File: src/hw/rtl/asmm_pkg.sv
package asmm_pkg;

  localparam int CNT_W = 9;
  localparam int COEF_W = 16;
  localparam int FRAC_BITS = 12;
  localparam int CHAN_W = 6;
  localparam int REG_ADDR_W = 4;
  localparam int NUM_IN_W = 5;
  localparam int NUM_OUT_W = 5;
  localparam int NUM_SRC_W = 7;

  localparam logic [1:0] REG_NUM_IN_AMBI = 2'd0;
  localparam logic [1:0] REG_NUM_OUT_AMBI = 2'd1;
  localparam logic [1:0] REG_NUM_SOURCE = 2'd2;

  localparam logic CMD_SAMPLE = 1'b0;
  localparam logic CMD_COEF = 1'b1;

  localparam logic ROUTE_MIXED = 1'b0;
  localparam logic ROUTE_PASS = 1'b1;

  typedef enum logic [1:0] {
    ST_IDLE,
    ST_RUN,
    ST_DUMP,
    ST_PASS
  } state_t;

  typedef struct packed {
    logic wr_en;
    logic shift;
    logic clear;
  } cell_ctl_t;

endpackage

File: src/hw/rtl/asmm_cell.sv
module asmm_cell #(
  parameter int ROW = 0,
  parameter int MAX_AMBI = 16,
  parameter int SAMPLE_WIDTH = 16,
  parameter int COL_W = 4,
  parameter int ACC_W = 37
) (
  input  logic                                clk,
  input  logic                                rst_n,
  input  asmm_pkg::cell_ctl_t                 ctl,
  input  logic                                row_act,
  input  logic [3:0]                          wr_row,
  input  logic [COL_W-1:0]                    wr_col,
  input  logic signed [asmm_pkg::COEF_W-1:0]  wr_data,
  input  logic                                tok_in_vld,
  input  logic signed [SAMPLE_WIDTH-1:0]      tok_in_sample,
  input  logic [COL_W-1:0]                    tok_in_col,
  output logic                                tok_out_vld,
  output logic signed [SAMPLE_WIDTH-1:0]      tok_out_sample,
  output logic [COL_W-1:0]                    tok_out_col,
  input  logic signed [ACC_W-1:0]             acc_in,
  output logic signed [ACC_W-1:0]             acc_out
);

  localparam int PROD_W = SAMPLE_WIDTH + asmm_pkg::COEF_W;
  localparam logic [asmm_pkg::CNT_W-1:0] ROW_ID = asmm_pkg::CNT_W'(ROW);

  logic signed [asmm_pkg::COEF_W-1:0] coef_mem [MAX_AMBI];
  logic                               tok_vld_r;
  logic signed [SAMPLE_WIDTH-1:0]     tok_sample_r;
  logic [COL_W-1:0]                   tok_col_r;
  logic                               add_pend_r;
  logic signed [PROD_W-1:0]           prod_r;
  logic signed [ACC_W-1:0]            acc_r;
  logic                               row_hit;

  assign row_hit = (asmm_pkg::CNT_W'(wr_row) == ROW_ID);

  always_ff @(posedge clk) begin
    if (ctl.wr_en && row_hit) begin
      coef_mem[wr_col] <= wr_data;
    end
  end

  always_ff @(posedge clk) begin
    tok_sample_r <= tok_in_sample;
    tok_col_r <= tok_in_col;
    prod_r <= coef_mem[tok_in_col] * tok_in_sample;
  end

  always_ff @(posedge clk) begin
    if (!rst_n) begin
      tok_vld_r <= 1'b0;
      add_pend_r <= 1'b0;
      acc_r <= '0;
    end else begin
      tok_vld_r <= tok_in_vld;
      add_pend_r <= tok_in_vld && row_act;
      if (ctl.clear) begin
        acc_r <= '0;
      end else if (ctl.shift) begin
        acc_r <= acc_in;
      end else if (add_pend_r) begin
        acc_r <= acc_r + ACC_W'(prod_r);
      end
    end
  end

  assign tok_out_vld = tok_vld_r;
  assign tok_out_sample = tok_sample_r;
  assign tok_out_col = tok_col_r;
  assign acc_out = acc_r;

endmodule

File: config.mk
export PLATFORM = sky130hd
export DESIGN_NAME = asmm_cell
export DESIGN_NICKNAME = d
export VERILOG_FILES = /design/src/hw/rtl/asmm_pkg.sv /design/src/hw/rtl/asmm_cell.sv
export SDC_FILE = /design/constraint.sdc
export NUM_CORES = 1
export LEC_CHECK = 0
export ABC_AREA = 0
export BUFFER_PORTS_ARGS = -buffer_cell sky130_fd_sc_hd__buf_4
export CORE_UTILIZATION = 44
export DETAILED_ROUTE_END_ITERATION = 12
export SLEW_MARGIN = 10
export SYNTH_ARGS = -nofsm -noshare
export SYNTH_HDL_FRONTEND = slang
export SYNTH_SLANG_ARGS = --single-unit
File: constraint.sdc
create_clock -name clk -period 9.8 [get_ports clk]
set_input_delay 0.49 -clock clk [delete_from_list [all_inputs] [get_ports clk]]
set_output_delay 0.49 -clock clk [all_outputs]
set_load 0.03 [all_outputs]
==> results.yml <==
global_route:
  antenna_found_initial: 1
  grtUsageTotal_pct: 20.6
  gr-total-overflow: 0
  grt_pass1_vias: 16300
  grt_pass1_wl_mm: 89.2
  grt_max_degree: 48
yosys:
  synth_nets: 2438
  synth.top_cell.area_share_pct: 32.0
  syn_area_um2: 24000
  synth_mux_area_share_pct: 8.15
  syn_area_per_cell_um2: 12.2
  synth_seq_cells: 347
  synth-edff-count: 256
  synth_cell_types: 68
  ys_seq_area_share_pct: 39.6
  synth_common_cells: "inv_1, fa_1, edfxtp_1"
  synth_top_family_by_area: "adder cells"
  yosys_warnings: 0
  yosys.area_share.simple_pct: 9.26
  async_reset_ff_share_pct: 0
  synth_top_area_cell: "edfxtp_1"
  syn_inst: 1969
  synth_compound_area_share_pct: 6.55
  synthTopCellsByArea: "edfxtp_1, fa_1, dfxtp_1, mux4_2, ha_1"
  synthXorXnorAreaFrac_pct: 2.33
  yosys_most_used_dff: "edfxtp_1"
  yosys.area_share.adder_pct: 28.1
  yosysMostFrequentCell: "inv_1"
detailed_routing:
  drc: 0
  wirelength_mm: 55.4
  routed-via-count: 15000
  ant_nets: 0
  routedWlPerCell_um: 19.6
  viasPerCell: 5.29
  drt_iter0_drc: 872
  first_pass_iters: 5
min_path:
  hp-start: "tok_in_sample[15]"
  holdPathStages: 1
  min_path_type: "input port to flip-flop"
cts:
  cts.sinks: 347
  cts_buffer_depth: 3
  numCtsBuffers: 40
  ctsResizeCount: 0
  postCtsSetupRepairBufs: 0
  clk_latency_ps: 570
  cts_tree: "done"
  h-tree-depth: 2
  path_clk_slew_ps: 60
  clock-root-buffer: "clkbuf_16"
  postCtsHoldBufs: 0
finish:
  area_growth_pct: 13.5
  drive_above_1_share_pct: 15.9
  antenna_cells: 0
  nets: 2576
  finalInstanceArea_um2: 27300
floorplanning:
  fp-row-count: 85
  die_w_um: 236
  die_h_um: 236
  initial_core_util_pct: 44.5
  fp.dieArea_um2: 55500
  placeableCoreArea_um2: 53900
  io_pins: 146
setup_path:
  worstSetupPathDepth: 25
  critPathMaxFanout: 24
  critical_path_class: "input port to flip-flop"
  cp.required_ps: 10300
  end_kind: "flip-flop"
  worstPathArrival_ps: 8200
  cp_num_buf_inv: 6
  rr_worst_depth: 23
  startpoint: "tok_in_col[0]"
  slowest_stage: "mux4_2"
  crit_path_start_kind: "input port"
  cpMostUsedCell: "fa_1"
  cp_top_family: "adder cells"
  cpPeakStageDelay_ps: 680
  r2r_start: "coef_mem[15][15]"
outcome:
  status: "complete, no violations"
flow_run:
  cap_violations: 0
placed_design:
  portBuffers: 145
  hpwlAfterDp_mm: 40.3
  gp_congestion: 0.928
  dp_worst_setup_slack_ps: 1420
  postPlaceCellArea_um2: 25900
sta:
  slew_headroom_pct: 31.0
  setup_ws_ps: 2100
  skew_ps: 19.5
  rsz0062_at_grt: "false"
  setup_viol: 0
  max_slew.worst_pin.slew_ps: 1030
  finalMaxSlewViolations: 0
  finalCriticalPeriod_ps: 7700
  final-hold-violation-count: 0
  clock.fmax_ghz: 0.130
  fin_setup_tns_ps: 0
  fin_crit_sh_pct: 78.6
[path summary, 6_finish.rpt]
check | endpoint | slack, ps
hold reg to reg | acc_out[3] | 580
setup / recovery | prod_r[30] | 2100
hold / removal | tok_out_sample[15] | 100
setup reg to reg | prod_r[30] | 2340
[metrics by stage]
stage               hold slack [ps]  utilization, %  cells
floorplan                       518               -   1969
global placement                560            48.0   2761
detailed placement              567            48.0   2761
CTS                            68.4            50.5   2832
global route                   76.6            50.5   2832
finish                         95.3            50.5   2832
[flip-flops by register name, summed over array words and instances (netlist names)]
name            count
coef_mem          256
acc_out            37
prod_r             32
tok_out_sample     16
tok_out_col         4
add_pend_r          1
tok_out_vld         1
[final cells by class]
class	count	area [um^2]
fill	4675	26700
timing repair buffer	169	1280
sequential	347	9510
tap	696	871
clock inverter	30	353
clock buffer	41	1000
inverter	309	1160
multi-input combinational	1240	13100
[cells by family (layout without fill, tap and decap cells)]
logic type,count (synthesis),after routing
AND/OR/NAND/NOR,451,451
buffers and inverters,382,549
adder cells (fa/ha/maj),381,381
flip-flops,347,347
AO/OA/AOI/OAI,249,249
multiplexers,95,95
XOR/XNOR,64,64
[metal layers]
layer | track usage [%] | wire length [um]
met4 | 5.98 | 1270
met2 | 36.4 | 27700
met3 | 3.05 | 3160
met1 | 26.2 | 23300
met5 | 0 | 0
[worst register-to-register path, cell delays in order, from the launching register on]
cell and delay, ps:
edfxtp_1 360, mux4_2 480, mux4_2 700, and2_1 280, inv_1 80, fa_1 410
inv_1 240, fa_1 500, fa_1 500, fa_1 510, fa_1 490, inv_1 50
fa_1 470, inv_1 40, ha_1 330, and3_1 240, a221o_1 330, a21oi_2 180
nor3_1 80, nor4_2 390, o21ai_2 150, a211o_1 290, a21oi_2 150, xnor2_1 130
[placed cells by master, fill, tap and decap left out, drive strengths merged, types with 4 or more instances in the layout]
master / instances
a211o: 4
a211oi: 11
a21o: 29
a21oi: 93
a31oi: 11
and2: 126
and3: 12
buf: 169
bufinv: 5
clkbuf: 41
clkinv: 15
clkinvlp: 6
dfxtp: 91
edfxtp: 256
fa: 263
ha: 118
inv: 313
mux2: 5
mux2i: 10
mux4: 80
nand2: 178
nand2b: 12
nand3: 7
nand4: 5
nor2: 65
nor2b: 6
nor3: 13
nor4: 6
o21a: 8
o21ai: 53
o21bai: 8
o22ai: 4
or3: 8
xnor2: 47
xor2: 17
Power is left out: the tool's default activity adds up to more than one toggle a clock period on the data nets, which glitch-free logic cannot reach.
